File: src/hw/rtl/rde_pkg.sv
// Shared types and constants for the radix digit emitter.
// No dependencies; imported by every module of the block.
`default_nettype none

package rde_pkg;

    localparam int VALUE_WIDTH = 31;
    localparam int MAX_DIGITS  = 31;
    localparam int RADIX_W     = 8;
    localparam int DIGIT_W     = 8;
    localparam int MIN_RADIX   = 2;
    localparam int CNT_W       = $clog2(MAX_DIGITS + 1);
    localparam int IDX_W       = $clog2(MAX_DIGITS);
    localparam int STEP_W      = $clog2(VALUE_WIDTH);

    typedef enum logic [2:0] {
        S_IDLE,
        S_DIV,
        S_READ,
        S_LOAD,
        S_OUT
    } t_state;

    typedef struct packed {
        logic                   start;
        logic [VALUE_WIDTH-1:0] dividend;
        logic [RADIX_W-1:0]     divisor;
    } t_div_req;

    typedef struct packed {
        logic                   done;
        logic [VALUE_WIDTH-1:0] quotient;
        logic [DIGIT_W-1:0]     remainder;
    } t_div_rsp;

endpackage

`default_nettype wire

File: src/hw/rtl/rde_div.sv
// Restoring divider, one quotient bit per cycle.
// Depends on rde_pkg.
`default_nettype none

module rde_div (
    input  wire logic          i_clk,
    input  wire logic          i_rst_n,
    input  wire rde_pkg::t_div_req i_req,
    output rde_pkg::t_div_rsp  o_rsp
);
    import rde_pkg::*;

    logic [VALUE_WIDTH-1:0] r_quo, n_quo;
    logic [RADIX_W-1:0]     r_rem, n_rem;
    logic [RADIX_W-1:0]     r_div, n_div;
    logic [STEP_W-1:0]      r_step, n_step;
    logic                   r_busy, n_busy;
    logic                   r_done, n_done;

    logic [RADIX_W:0] trial;
    logic [RADIX_W:0] diff;
    logic             fits;

    // partial remainder shifted by one dividend bit
    assign trial = {r_rem, r_quo[VALUE_WIDTH-1]};
    assign diff  = trial - {1'b0, r_div};
    assign fits  = trial >= {1'b0, r_div};

    always_comb begin
        n_quo  = r_quo;
        n_rem  = r_rem;
        n_div  = r_div;
        n_step = r_step;
        n_busy = r_busy;
        n_done = 1'b0;
        if (i_req.start) begin
            n_quo  = i_req.dividend;
            n_rem  = '0;
            n_div  = i_req.divisor;
            n_step = '0;
            n_busy = 1'b1;
        end else if (r_busy) begin
            n_quo  = {r_quo[VALUE_WIDTH-2:0], fits};
            n_rem  = fits ? diff[RADIX_W-1:0] : trial[RADIX_W-1:0];
            n_step = r_step + 1'b1;
            if (r_step == STEP_W'(VALUE_WIDTH - 1)) begin
                n_busy = 1'b0;
                n_done = 1'b1;
            end
        end
    end

    always_ff @(posedge i_clk) begin
        if (!i_rst_n) begin
            r_busy <= 1'b0;
            r_done <= 1'b0;
            r_step <= '0;
        end else begin
            r_busy <= n_busy;
            r_done <= n_done;
            r_step <= n_step;
        end
    end

    always_ff @(posedge i_clk) begin
        r_quo <= n_quo;
        r_rem <= n_rem;
        r_div <= n_div;
    end

    assign o_rsp.done      = r_done;
    assign o_rsp.quotient  = r_quo;
    assign o_rsp.remainder = r_rem;

endmodule

`default_nettype wire

File: src/hw/rtl/rde_stack.sv
// Digit stack: one write port, one registered read port.
// Depends on rde_pkg.
`default_nettype none

module rde_stack (
    input  wire logic                        i_clk,
    input  wire logic                        i_wr_en,
    input  wire logic [rde_pkg::IDX_W-1:0]   i_wr_addr,
    input  wire logic [rde_pkg::DIGIT_W-1:0] i_wr_data,
    input  wire logic                        i_rd_en,
    input  wire logic [rde_pkg::IDX_W-1:0]   i_rd_addr,
    output logic      [rde_pkg::DIGIT_W-1:0] o_rd_data
);
    import rde_pkg::*;

    logic [DIGIT_W-1:0] mem [MAX_DIGITS];
    logic [DIGIT_W-1:0] r_rd_data;

    always_ff @(posedge i_clk) begin
        if (i_wr_en) begin
            mem[i_wr_addr] <= i_wr_data;
        end
    end

    always_ff @(posedge i_clk) begin
        if (i_rd_en) begin
            r_rd_data <= mem[i_rd_addr];
        end
    end

    assign o_rd_data = r_rd_data;

endmodule

`default_nettype wire

File: src/hw/rtl/radix_digit_emitter_unit.sv
// Top level of the radix digit emitter: sequencer, radix register, output register.
// Depends on rde_pkg, rde_div and rde_stack.
//
//  channel | direction | handshake                   | payload
//  --------+-----------+-----------------------------+------------------------
//  value   | in        | i_valid / o_ready           | i_value[30:0]
//  digit   | out       | o_valid / i_ready           | o_digit[7:0], o_last_digit
//  config  | in        | i_cfg_valid / o_cfg_ready   | i_cfg_data[7:0] (radix)
//
// Operation: a number with D digits (D = 1..31) is divided by the radix once per
// digit in the shared bit-serial divider, then the stack is popped one digit at a
// time through the read, load and present states.
// Reset is synchronous, active low; radix returns to 2. The stack is not cleared.
// o_ready is high only when idle; output stalls hold the pop sequence.
`default_nettype none

module radix_digit_emitter_unit (
    input  wire logic                            i_clk,
    input  wire logic                            i_rst_n,
    // value request
    input  wire logic                            i_valid,
    output logic                                 o_ready,
    input  wire logic [rde_pkg::VALUE_WIDTH-1:0] i_value,
    // digit results
    output logic                                 o_valid,
    input  wire logic                            i_ready,
    output logic      [rde_pkg::DIGIT_W-1:0]     o_digit,
    output logic                                 o_last_digit,
    // radix register write
    input  wire logic                            i_cfg_valid,
    output logic                                 o_cfg_ready,
    input  wire logic [rde_pkg::RADIX_W-1:0]     i_cfg_data
);
    import rde_pkg::*;

    t_state             r_state, n_state;
    logic [RADIX_W-1:0] r_radix;
    logic [CNT_W-1:0]   r_count, n_count;   // digits pushed so far
    logic [IDX_W-1:0]   r_pop, n_pop;       // stack entry being played out
    logic               r_out_valid, n_out_valid;
    logic [DIGIT_W-1:0] r_digit, n_digit;
    logic               r_last, n_last;

    t_div_req           div_req;
    t_div_rsp           div_rsp;

    logic               push;
    logic               rd_en;
    logic [DIGIT_W-1:0] rd_data;
    logic [CNT_W-1:0]   count_inc;

    assign count_inc = r_count + 1'b1;

    // --------------------------------------------------------------
    // Radix register; 0 and 1 are forced to 2
    // --------------------------------------------------------------
    assign o_cfg_ready = 1'b1;

    always_ff @(posedge i_clk) begin
        if (!i_rst_n) begin
            r_radix <= RADIX_W'(MIN_RADIX);
        end else if (i_cfg_valid) begin
            r_radix <= (i_cfg_data inside {[0:MIN_RADIX-1]}) ? RADIX_W'(MIN_RADIX)
                                                              : i_cfg_data;
        end
    end

    // --------------------------------------------------------------
    // Sequencer
    // --------------------------------------------------------------
    always_comb begin
        n_state          = r_state;
        n_count          = r_count;
        n_pop            = r_pop;
        n_out_valid      = r_out_valid;
        n_digit          = r_digit;
        n_last           = r_last;
        div_req.start    = 1'b0;
        div_req.dividend = div_rsp.quotient;
        div_req.divisor  = r_radix;
        push             = 1'b0;
        rd_en            = 1'b0;
        o_ready          = 1'b0;

        case (r_state)
            S_IDLE: begin
                o_ready = 1'b1;
                if (i_valid) begin
                    div_req.start    = 1'b1;
                    div_req.dividend = i_value;
                    n_count          = '0;
                    n_state          = S_DIV;
                end
            end
            S_DIV: begin
                if (div_rsp.done) begin
                    // remainder is the next more significant digit
                    push    = 1'b1;
                    n_count = count_inc;
                    if (div_rsp.quotient != '0 && count_inc < CNT_W'(MAX_DIGITS)) begin
                        div_req.start = 1'b1;
                    end else begin
                        n_pop   = r_count[IDX_W-1:0];
                        n_state = S_READ;
                    end
                end
            end
            S_READ: begin
                rd_en   = 1'b1;
                n_state = S_LOAD;
            end
            S_LOAD: begin
                n_out_valid = 1'b1;
                n_digit     = rd_data;
                n_last      = (r_pop == '0);
                n_state     = S_OUT;
            end
            S_OUT: begin
                if (i_ready) begin
                    n_out_valid = 1'b0;
                    if (r_last) begin
                        n_state = S_IDLE;
                    end else begin
                        n_pop   = r_pop - 1'b1;
                        n_state = S_READ;
                    end
                end
            end
            default: begin
                n_state = S_IDLE;
            end
        endcase
    end

    always_ff @(posedge i_clk) begin
        if (!i_rst_n) begin
            r_state     <= S_IDLE;
            r_count     <= '0;
            r_pop       <= '0;
            r_out_valid <= 1'b0;
        end else begin
            r_state     <= n_state;
            r_count     <= n_count;
            r_pop       <= n_pop;
            r_out_valid <= n_out_valid;
        end
    end

    always_ff @(posedge i_clk) begin
        r_digit <= n_digit;
        r_last  <= n_last;
    end

    // --------------------------------------------------------------
    // Shared divider and digit stack
    // --------------------------------------------------------------
    rde_div u_div (
        .i_clk   (i_clk),
        .i_rst_n (i_rst_n),
        .i_req   (div_req),
        .o_rsp   (div_rsp)
    );

    rde_stack u_stack (
        .i_clk     (i_clk),
        .i_wr_en   (push),
        .i_wr_addr (r_count[IDX_W-1:0]),
        .i_wr_data (div_rsp.remainder),
        .i_rd_en   (rd_en),
        .i_rd_addr (r_pop),
        .o_rd_data (rd_data)
    );

    assign o_valid      = r_out_valid;
    assign o_digit      = r_digit;
    assign o_last_digit = r_last;

    // --------------------------------------------------------------
    // Assertions
    // --------------------------------------------------------------
    a_radix_floor: assert property (@(posedge i_clk) disable iff (!i_rst_n)
        r_radix >= RADIX_W'(MIN_RADIX))
        else $error("radix register below minimum");

    a_count_bound: assert property (@(posedge i_clk) disable iff (!i_rst_n)
        push |-> r_count < CNT_W'(MAX_DIGITS))
        else $error("push beyond stack depth");

    a_done_in_div: assert property (@(posedge i_clk) disable iff (!i_rst_n)
        div_rsp.done |-> r_state == S_DIV)
        else $error("divider finished outside division phase");

    a_valid_only_out: assert property (@(posedge i_clk) disable iff (!i_rst_n)
        r_out_valid |-> r_state == S_OUT)
        else $error("result shown outside output state");

    a_pop_in_range: assert property (@(posedge i_clk) disable iff (!i_rst_n)
        rd_en |-> {1'b0, r_pop} < r_count)
        else $error("pop reads an entry not pushed by this request");

endmodule

`default_nettype wire

File: config.mk
export PLATFORM = sky130hd
export DESIGN_NAME = radix_digit_emitter_unit
export DESIGN_NICKNAME = d
export VERILOG_FILES = /design/src/hw/rtl/rde_pkg.sv /design/src/hw/rtl/rde_div.sv /design/src/hw/rtl/rde_stack.sv /design/src/hw/rtl/radix_digit_emitter_unit.sv
export SDC_FILE = /design/constraint.sdc
export NUM_CORES = 1
export LEC_CHECK = 0
export BUFFER_PORTS_ARGS = -buffer_cell sky130_fd_sc_hd__buf_2
export CELL_PAD_IN_SITES_DETAIL_PLACEMENT = 1
export CELL_PAD_IN_SITES_GLOBAL_PLACEMENT = 2
export CORE_ASPECT_RATIO = 2
export CORE_MARGIN = 2
export CORE_UTILIZATION = 45
export DETAILED_ROUTE_END_ITERATION = 7
export PLACE_DENSITY_LB_ADDON = 0.1
export SLEW_MARGIN = 10
export SYNTH_ARGS = -nofsm -noshare
export SYNTH_HDL_FRONTEND = slang
export SYNTH_HIERARCHICAL = 1
export SYNTH_SLANG_ARGS = --single-unit
File: constraint.sdc
create_clock -name i_clk -period 4.1 [get_ports i_clk]
set_clock_uncertainty 0.1 [all_clocks]
set_input_delay 0.205 -clock i_clk [delete_from_list [all_inputs] [get_ports i_clk]]
set_output_delay 0.205 -clock i_clk [all_outputs]
set_load 0.05 [all_outputs]
==> results of run 1 <==
[final timing paths]
path	start	end	depth (start not counted)
setup reg to reg	r_count[0]	u_div/r_quo[3]	7
hold reg to reg	u_stack/o_rd_data[0]	o_digit[0]	0
setup / recovery	r_count[0]	u_div/r_quo[3]	7
hold / removal	i_value[0]	u_div/r_quo[0]	4
[metrics by stage]
| step | setup slack [ns] | cell area, um^2 | util, % | std cells | hold WS, ns |
|---|---|---|---|---|---|
| 2_1_floorplan | 0.856 | 14800 | - | 964 | 0.167 |
| 3_3_place_gp | 1.06 | 15500 | 47.4 | 1424 | 0.306 |
| 3_5_place_dp | 1.09 | 15500 | 47.4 | 1424 | 0.310 |
| 4_1_cts | 1.07 | 17000 | 51.9 | 1527 | 0.0146 |
| 5_1_grt | 0.872 | 17000 | 51.9 | 1527 | 0.0579 |
| 6_report | 1.09 | 17000 | 51.9 | 1527 | 0.0356 |
[Yosys cell counts, drive strengths merged, types with 4 or more instances]
| master | instances |
|---|---|
| a311oi | 5 |
| nor3 | 7 |
| buf | 33 |
| mux4 | 18 |
| and2 | 6 |
| a21o | 5 |
| ha | 13 |
| nor3b | 7 |
| a211oi | 7 |
| nand2 | 41 |
| nor2b | 15 |
| o21bai | 4 |
| clkbuf | 15 |
| nor2 | 69 |
| xor2 | 5 |
| nand4 | 12 |
| nor4 | 7 |
| nand3 | 27 |
| or3b | 4 |
| nand2b | 10 |
| nand3b | 7 |
| dfxtp | 37 |
| a22oi | 26 |
| mux2 | 69 |
| o2111ai | 7 |
| mux2i | 81 |
| a21oi | 33 |
| a31oi | 5 |
| inv | 22 |
| xnor2 | 7 |
| edfxtp | 304 |
| o21ai | 15 |
[critical path, delay by kind of cell, from the launching register on]
family | cells | cell delay (ns)
compound gates | 2 | 0.57
buf+inv | 1 | 0.55
flops | 1 | 0.53
mux | 1 | 0.40
fa+ha+maj | 1 | 0.29
simple gates | 1 | 0.17
xor+xnor | 1 | 0.09
[power groups by stage]
stage               Combinational, mW  Clock, mW  Sequential [mW]
floorplan                        1.33          0             4.89
global placement                 1.99          0             4.86
detailed placement               2.04          0             4.87
CTS                              2.08       2.95             4.79
global route                     2.23       3.04             4.83
finish                           2.04       2.88             4.78
[per-layer routing]
layer	vias up	share of wire, %
met5	-	0
met2	141	58
met3	92	2.2
li1	3948	-
met4	0	6.4
met1	4329	33
[flip-flops by register name, indices dropped and copies added, names as in the netlist, 5 cells and up]
name,count
u_div/r_quo,31
u_div/r_step,5
u_stack/o_rd_data,8
r_count,5
r_pop,5
u_div/r_rem,8
r_radix,8
u_stack/mem,248
u_div/r_div,8
o_digit,8
[cells by family after synthesis]
kind of cell	after synthesis	share of synthesized area, %
AOI/OAI and AO/OA	134	6.88
xor gates and xnor gates	12	0.708
adders and majority gates	14	1.23
buffers and inverters	70	3.09
DFF	341	66.5
muxes	168	13.5
other	1	0.0253
and+or+nand+nor	224	8.06
[final cells by class]
type / count / share of cell area [%]
Sequential cell: 341 / 58.1
Clock inverter: 10 / 0.773
Inverter: 22 / 0.486
Clock buffer: 43 / 5.12
Timing Repair Buffer: 126 / 5.66
Tap cell: 432 / 3.18
Multi-Input combinational cell: 553 / 26.6
==> results by group, run 1 <==
Critical path
  • Critical Path AT: 3.22 ns
  • Sequence of cells on the critical path: ha_1 > xor2_1 > nand4_1 > o21ai_0 > o21bai_4 > buf_4 > mux2_2
  • Crit path max fanout: 43
  • Startpoint Class: register
  • Critical Setup Path Class: reg -> reg
  • Max stage delay on crit path: about 0.55 ns
  • Flop-to-flop setup slack: ~1.1 ns
  • Slowest CP cell: buf_4
  • Required time of the critical path: approximately 4.3 ns
  • CP Capture Type: register

Drt
  • Total Wirelength: 37700 um
  • Via total after detailed routing: 8510
  • Wire per inst: 24.7 um
  • Antenna-violating nets left: 0
  • Vias per cell: 5.57
  • Drt first pass iters: 4
  • 1st-iter DRT viols: approximately 360
  • DRC Markers: 0

Placed design
  • RD Place Congestion: 0.858
  • IO Port Bufs: 54
  • Post-detail-place hpwl: 26700 um

CTS
  • CTS tree: built
  • Post-cts hold buffer count: 50
  • Reg clk slew, reported paths: 0.07 ns
  • Htree depth: 1
  • Post-CTS Setup Inserts: 0
  • Clock Path Buffers: 3
  • CTS root buf: clkbuf_16
  • PostCTS Resize Cnt: 0
  • CTS Buf Count: 29
  • Clk Latency, worst-skew pair: 0.57 ns
  • Clock Sinks: approximately 340

Die
  • Cell row count: 94
  • Starting Density: 45.4%
  • Die Span X: 132 um
  • Full die area: 34500 um^2
  • Die height: between 200 and 300 um
  • Core Area: 32700 um^2
  • IO Pins: 56

Global routing
  • Met3 usage: 2.00%
  • First-pass GRT wire length: 56100 um
  • Initial antenna violation count: 0
  • GRT busiest layer: met2
  • Routing usage on met2: between 40% and 50%
  • Largest net degree at the start of global routing: between 40 and 50
  • Vias in the first global route: 9331
  • Global Route met1 Usage: 20.5%
  • Remaining global-route overflow: 0
  • Total GRT Usage: 22.0%

Logic synthesis
  • Synth warnings: 6
  • Netlist cell types: 80
  • Yosys reg bits: 341
  • Post-synth ARST share: 0%
  • Largest area contributor in the netlist: edfxtp_1
  • EDFF count, synth: 304
  • Syn avg cell area: 15.4 um^2
  • Post-synth top area share: 61.5%
  • Sequential-to-total area share from yosys stat: 66.5%
  • Mapped Area: 14800 um^2
  • Synth Flop Type: edfxtp_1
  • Area contributors post-synth: edfxtp_1 62%, mux2i_1 5.5%, dfxtp_1 5.0%
  • Syn Nets: 1022
  • Syn Inst Count: 964

Power
  • Net Sw Frac: 28.0%
  • Power per cell area: 571 nW/um^2
  • Static Leak: 5.50 nW
  • Final Total Pwr: 9.70 mW
  • NetSw: approximately 2.7 mW
  • Internal power: roughly 7 mW
  • Comb pwr share: 21.0%
  • Flop pwr share: 49.3%
  • VDD IR max: 0.471 mV
  • Clock power share: 29.7%

Layout
  • Nets@finish: 1131
  • Most frequent cells in the layout: 304 x edfxtp_1, 81 x mux2i_1, 69 x nor2_1
  • Layout cells sized above 1: 22.0%
  • Area Growth Syn to Fin: 14.4%
  • Multi-input logic area: between 4000 and 5000 um^2
  • # fillers: 3217
  • Seq. cell area: 9880 um^2
  • N_diodes: 0
  • Commonest non-fill, non-tap cell in the layout: edfxtp_1

Flow run
  • Max Cap Viol: 0

STA
  • RSZ-0062 raised after global routing: false
  • Fin. Hold Viols: 0
  • Worst-margin pin slew: 0.932 ns
  • Fmax: 0.332 GHz
  • Max-slew violation count: 0
  • Period utilisation layout: 73.5%
  • Setup violators final: 0
  • Rel. slew slack: a little under two fifths
  • TNS Setup: 0 ns
  • Min Tclk post-route: approximately 3 ns

Status
  • Status: completed

Min path
  • Min-Delay Path Class: in -> reg
No activity file was read; power rests on OpenSTA's default activity.
==> run 2: changes to the inputs <==
==> constraint.sdc (replaced) <==
create_clock -name i_clk -period 2.8 [get_ports i_clk]
set_clock_uncertainty 0.1 [all_clocks]
set_input_delay 0.14 -clock i_clk [delete_from_list [all_inputs] [get_ports i_clk]]
set_output_delay 0.14 -clock i_clk [all_outputs]
set_load 0.05 [all_outputs]
==> results by group, run 2 (synthesized netlist as in run 1, its figures left out) <==
Power
  • Power per cell area: 822 nW/um^2
  • Static Leak: 5.83 nW
  • VDD IR max: 0.701 mV
  • Final Total Pwr: 14.4 mW

Die
  • Cell row count: 94
  • IO Pins: 56
  • Core Area: between 30000 and 40000 um^2
  • Die height: 261 um
  • Starting Density: a little under half
  • Die Span X: roughly 130 um
  • Full die area: 34500 um^2

Critical path
  • CP bufs+invs: 3
  • CP Capture Type: register
  • Max stage delay on crit path: 0.43 ns
  • Largest delay share family, worst path: simple AND/OR/NAND/NOR gates
  • Crit path max fanout: 15
  • Reg2reg path depth: 8
  • Sequence of cells on the critical path: nor4_1 > nand4_1 > buf_4 > o21ai_0 > buf_4 > o21bai_4 > buf_4 > mux2_2
  • Critical Path AT: between 2 and 3 ns
  • Most used cell, CP: buf_4
  • Critical Setup Path Class: reg -> reg
  • Critical R2R Launch: u_div/r_quo[22]
  • Required time of the critical path: 3.01 ns
  • Startpoint Class: register
  • Flop-to-flop setup slack: 0.25 ns
  • Slowest CP cell: edfxtp_1
  • Reg2reg end: u_div/r_quo[11]

CTS
  • Reg clk slew, reported paths: 0.07 ns
  • Clock Path Buffers: 3
  • Clock Sinks: about 340
  • CTS tree: built
  • Htree depth: 1
  • Clk Latency, worst-skew pair: about 0.57 ns
  • CTS Buf Count: 30
  • CTS root buf: clkbuf_16

Global routing
  • First-pass GRT wire length: around 57000 um
  • Total GRT Usage: roughly 22%
  • Remaining global-route overflow: 0
  • Met3 usage: 1.90%
  • Initial antenna violation count: 0
  • Largest net degree at the start of global routing: 37
  • Vias in the first global route: 9516
  • Routing usage on met2: a little under half
  • GRT busiest layer: met2
  • Global Route met1 Usage: a little over a fifth

Layout
  • Nets@finish: 1192
  • Layout cells sized above 1: between 20% and 30%
  • Most frequent cells in the layout: 304 x edfxtp_1, 81 x mux2i_1, 77 x buf_4
  • Biggest register: u_stack/mem
  • Final Core Density: approximately 54%
  • # fillers: 3263
  • Area Growth Syn to Fin: 17.9%
  • Biggest regs: u_stack/mem (248), u_div/r_quo (31)
  • N_diodes: 0
  • Commonest non-fill, non-tap cell in the layout: edfxtp_1
  • Max reg flops: 248

STA
  • Worst-margin pin slew: 0.579 ns
  • RSZ-0062 raised after global routing: false
  • Setup violators final: 0
  • Rel. slew slack: 61.3%
  • Max-slew violation count: 0
  • Fin. Hold Viols: 0
  • Fmax: 0.392 GHz
  • Setup ws final: 0.246 ns
  • Period utilisation layout: between 90% and 100%
  • Min Tclk post-route: 2.55 ns

Placed design
  • RD Place Congestion: between 0.8 and 0.9
  • IO Port Bufs: 54
  • Pre-CTS setup slack: -0.0406 ns
  • Post-detail-place hpwl: about 28000 um

Status
  • Status: completed

Drt
  • Vias per cell: about 5.4
  • Drt first pass iters: 4
  • 1st-iter DRT viols: between 400 and 500
  • Antenna-violating nets left: 0
  • Wire per inst: about 24 um
  • Total Wirelength: 38100 um
  • DRC Markers: 0
  • Via total after detailed routing: 8664

Min path
  • Hold path depth: 0
  • Worst Hold End: o_digit[3]
  • Hold Startpoint: u_stack/o_rd_data[3]
  • Min-Delay Path Class: reg -> reg

Flow run
  • Max Cap Viol: 0
run 2: worst max path at each step:
stage / start / endpoint / slack (ns) / depth (start not counted)
5_1_grt: u_div/r_quo[29] / u_div/r_step[1] / 0.03 / 9
3_5_place_dp: u_div/r_quo[26] / u_div/r_step[1] / -0.04 / 9
6_report: u_div/r_quo[22] / u_div/r_quo[11] / 0.25 / 8
4_1_cts: u_div/r_quo[26] / u_div/r_step[1] / 0.12 / 9
2_1_floorplan: r_count[0] / u_div/r_quo[13] / 0.03 / 8
3_3_place_gp: u_div/r_quo[26] / u_div/r_quo[11] / -0.11 / 8
run 2: metal layers:
metal	share of wire [%]	vias to the layer above
li1	-	4075
met1	33	4392
met2	61	143
met3	2.2	54
met4	3.4	0
met5	0	-
run 2: report_power, final:
part | total, mW | switching (mW) | leakage, nW | internal, mW
logic | 3.23 | 1.90 | 2.25 | 1.34
clock network | 4.21 | 1.86 | 0.491 | 2.36
registers | 6.93 | 0.360 | 3.10 | 6.57
total | 14.4 | 4.11 | 5.83 | 10.3
run 2: per-stage QoR:
stage | instances | area, um^2 | TNS (ns) | hold WS (ns)
4_1_cts | 1590 | 17500 | 0 | 0.321
5_1_grt | 1590 | 17500 | 0 | 0.327
6_report | 1590 | 17500 | 0 | 0.323
2_1_floorplan | 964 | 14800 | 0 | 0.102
3_3_place_gp | 1483 | 16000 | -5.82 | 0.300
3_5_place_dp | 1483 | 16000 | -0.172 | 0.306
run 2: area by class of cell:
cell class | count | area (um^2) | share of cell area [%]
Sequential cell | 341 | 9870 | 56.4
Multi-Input combinational cell | 553 | 4560 | 26.0
Timing Repair Buffer | 186 | 1440 | 8.22
Clock buffer | 41 | 863 | 4.93
Tap cell | 432 | 541 | 3.09
Clock inverter | 15 | 143 | 0.815
Inverter | 22 | 82.6 | 0.472
run 2: timing repair:
item | CTS | global route
gates cloned | 0 | 0
endpoints found under the setup margin | 60 | 2
buffers inserted | 0 | 0
resized for setup | 2 | 2
hold endpoints to repair | 49 | 0
hold buffers | 51 | 0
==> run 3: changes to the inputs <==
--- a/config.mk
+++ b/config.mk
@@ -5,12 +5,13 @@
 export SDC_FILE = /design/constraint.sdc
 export NUM_CORES = 1
 export LEC_CHECK = 0
+export ABC_AREA = 1
 export BUFFER_PORTS_ARGS = -buffer_cell sky130_fd_sc_hd__buf_2
 export CELL_PAD_IN_SITES_DETAIL_PLACEMENT = 1
 export CELL_PAD_IN_SITES_GLOBAL_PLACEMENT = 2
 export CORE_ASPECT_RATIO = 2
 export CORE_MARGIN = 2
-export CORE_UTILIZATION = 45
+export CORE_UTILIZATION = 40
 export DETAILED_ROUTE_END_ITERATION = 7
 export PLACE_DENSITY_LB_ADDON = 0.1
 export SLEW_MARGIN = 10
==> results by group, run 3 <==
STA
  • Rel. slew slack: 52.4%
  • RSZ-0062 raised after global routing: false
  • Setup ws final: 0.435 ns
  • Period utilisation layout: 84.5%
  • Min Tclk post-route: 2.37 ns
  • Setup violators final: 0
  • Max-slew violation count: 0
  • Worst-margin pin slew: 0.715 ns
  • Fmax: 0.423 GHz
  • TNS Setup: 0 ns
  • Fin. Hold Viols: 0
  • Post-Route Hold Slack: 0.326 ns

Die
  • Cell row count: 100
  • Die height: approximately 280 um
  • Full die area: 39200 um^2
  • Core Area: roughly 37000 um^2
  • Die Span X: 141 um
  • Starting Density: between 40 and 50%
  • IO Pins: 56

Global routing
  • Vias in the first global route: between 10000 and 15000
  • Total GRT Usage: 22.0%
  • Initial antenna violation count: 0
  • Largest net degree at the start of global routing: 63
  • Remaining global-route overflow: 0
  • First-pass GRT wire length: 66400 um

Drt
  • DRC Markers: 0
  • Antenna-violating nets left: 0
  • Via total after detailed routing: 11130
  • Drt first pass iters: 5
  • Wire per inst: about 20 um
  • 1st-iter DRT viols: 489
  • Total Wirelength: approximately 42000 um
  • Vias per cell: slightly above 5

Power
  • Static Leak: 7.16 nW
  • Flop pwr share: 45.7%
  • Net Sw Frac: 29.8%
  • Power per cell area: 775 nW/um^2
  • VDD IR max: 0.420 mV
  • NetSw: 4.12 mW
  • Comb pwr share: between 20% and 30%
  • Internal power: about 9.7 mW
  • Clock power share: around a third
  • Final Total Pwr: 13.8 mW

Layout
  • Layout cells sized above 1: 11.9%
  • Commonest non-fill, non-tap cell in the layout: nand2_1
  • Final Core Density: 48.0%
  • Biggest register: u_stack/mem
  • Max reg flops: 248
  • Final Non-Filler Cells: 2144
  • Nets@finish: 1719
  • Area Growth Syn to Fin: 18.8%
  • N_diodes: 0
  • Most frequent cells in the layout: 549 x nand2_1, 304 x edfxtp_1, 231 x nand3_1
  • Biggest regs: u_stack/mem (248), u_div/r_quo (31)
  • Design area: 17800 um^2

Logic synthesis
  • Sequential-to-total area share from yosys stat: about two thirds
  • Post-synth top area share: 60.8%
  • Top-count cell post-synth: nand2_1
  • Syn Nets: 1570
  • Synth Flop Type: edfxtp_1
  • Yosys reg bits: between 300 and 400
  • Netlist cell types: 39
  • Syn Inst Count: 1512
  • Post-synth ARST share: 0%
  • Mapped Area: 15000 um^2
  • EDFF count, synth: slightly above 300
  • Commonest cells post-synth: 549 x nand2_1, 304 x edfxtp_1, 231 x nand3_1
  • Syn avg cell area: 9.94 um^2
  • Synth warnings: 6
  • Largest area contributor in the netlist: edfxtp_1
  • Area contributors post-synth: edfxtp_1 61%, nand2_1 14%, nand3_1 7.7%

Critical path
  • Crit path max fanout: 62
  • Most used cell, CP: inv_1
  • Required time of the critical path: 3.18 ns
  • Critical Path AT: approximately 2.8 ns
  • CP Capture Type: register
  • Slowest CP cell: buf_4
  • Startpoint Class: register
  • Sequence of cells on the critical path: buf_4 > inv_1 > ha_1 > inv_1 > nor2_1 > o21ai_0 > nand2_1 > inv_1 > nand4_1 > nand2_1 > nor2_1
  • Critical Setup Path Class: reg -> reg
  • Max stage delay on crit path: 0.54 ns

Placed design
  • Pre-CTS setup slack: 0.460 ns
  • RD Place Congestion: 0.827
  • Placed insts: 2029
  • IO Port Bufs: 54
  • Post-detail-place hpwl: 28100 um
  • Placed cell area: 16200 um^2

CTS
  • Clock Sinks: between 300 and 400
  • Htree depth: 1
  • Clk Latency, worst-skew pair: 0.58 ns
  • CTS tree: built
  • Clock Path Buffers: 3
  • CTS root buf: clkbuf_16
  • CTS Buf Count: 31
  • PostCTS Resize Cnt: 0
  • Reg clk slew, reported paths: 0.07 ns

Status
  • Status: completed

Min path
  • Min-Delay Path Class: reg -> reg

Flow run
  • Max Cap Viol: 0
run 3: per-layer routing:
| layer | vias up | global-route usage (%) | routed length [um] | share of wire [%] |
|---|---|---|---|---|
| met5 | - | 0 | 0 | 0 |
| met4 | 0 | 8.49 | 1580 | 3.7 |
| met3 | 80 | 1.98 | 1150 | 2.7 |
| met2 | 206 | 44.2 | 24300 | 57 |
| met1 | 5484 | 23.1 | 15300 | 36 |
| li1 | 5360 | - | - | - |
run 3: kinds of logic (layout without fill, tap and decap cells):
logic type | count (synthesis) | in the layout | share of synthesized area [%]
AOI/OAI and AO/OA | 70 | 70 | 2.40
xor gates and xnor gates | 6 | 6 | 0.350
adders and majority gates | 14 | 14 | 1.22
buffers and inverters | 170 | 343 | 4.71
DFF | 341 | 341 | 65.7
other | 1 | 1 | 0.0250
and+or+nand+nor | 910 | 910 | 25.6
run 3: repair_timing:
action / 4_1_cts / 5_1_grt
hold buffers: 58 / 0
hold endpoints to repair: 49 / 0
buffers inserted: 0 / 0
run 3: final cells by class:
class | count | area [um^2]
tap | 459 | 574
clock inverter | 23 | 324
clock buffer | 34 | 787
multi-input combinational | 1001 | 4450
timing repair buffer | 184 | 1450
sequential | 341 | 9870
fill | 4178 | 19300
inverter | 102 | 384
run 3: power by group through the flow:
| stage | combinational (mW) | sequential (mW) | clock [mW] |
|---|---|---|---|
| finish | 2.84 | 6.32 | 4.67 |
| global route | 3.21 | 6.34 | 4.93 |
| CTS | 2.92 | 6.32 | 4.78 |
| detailed placement | 2.84 | 6.43 | 0 |
| global placement | 2.79 | 6.42 | 0 |
| floorplan | 1.54 | 6.59 | 0 |
run 3: worst max-delay path: cells and delay by family (launching register included):
kind / cells / cell delay [ns]
AO/OA/AOI/OAI: 1 / 0.21
adder cells (fa/ha/maj): 1 / 0.29
buffers and inverters: 4 / 0.92
flip-flops: 1 / 0.36
AND/OR/NAND/NOR: 5 / 0.35
run 3: final timing paths:
path                                    to  depth (start not counted)  slack (ns)                 start
worst min-delay path            o_digit[7]                          0        0.33  u_stack/o_rd_data[7]
worst max register to register    r_pop[2]                         11        0.43              r_pop[0]
worst max-delay path              r_pop[2]                         11        0.43              r_pop[0]
worst min register to register  o_digit[7]                          0        0.33  u_stack/o_rd_data[7]
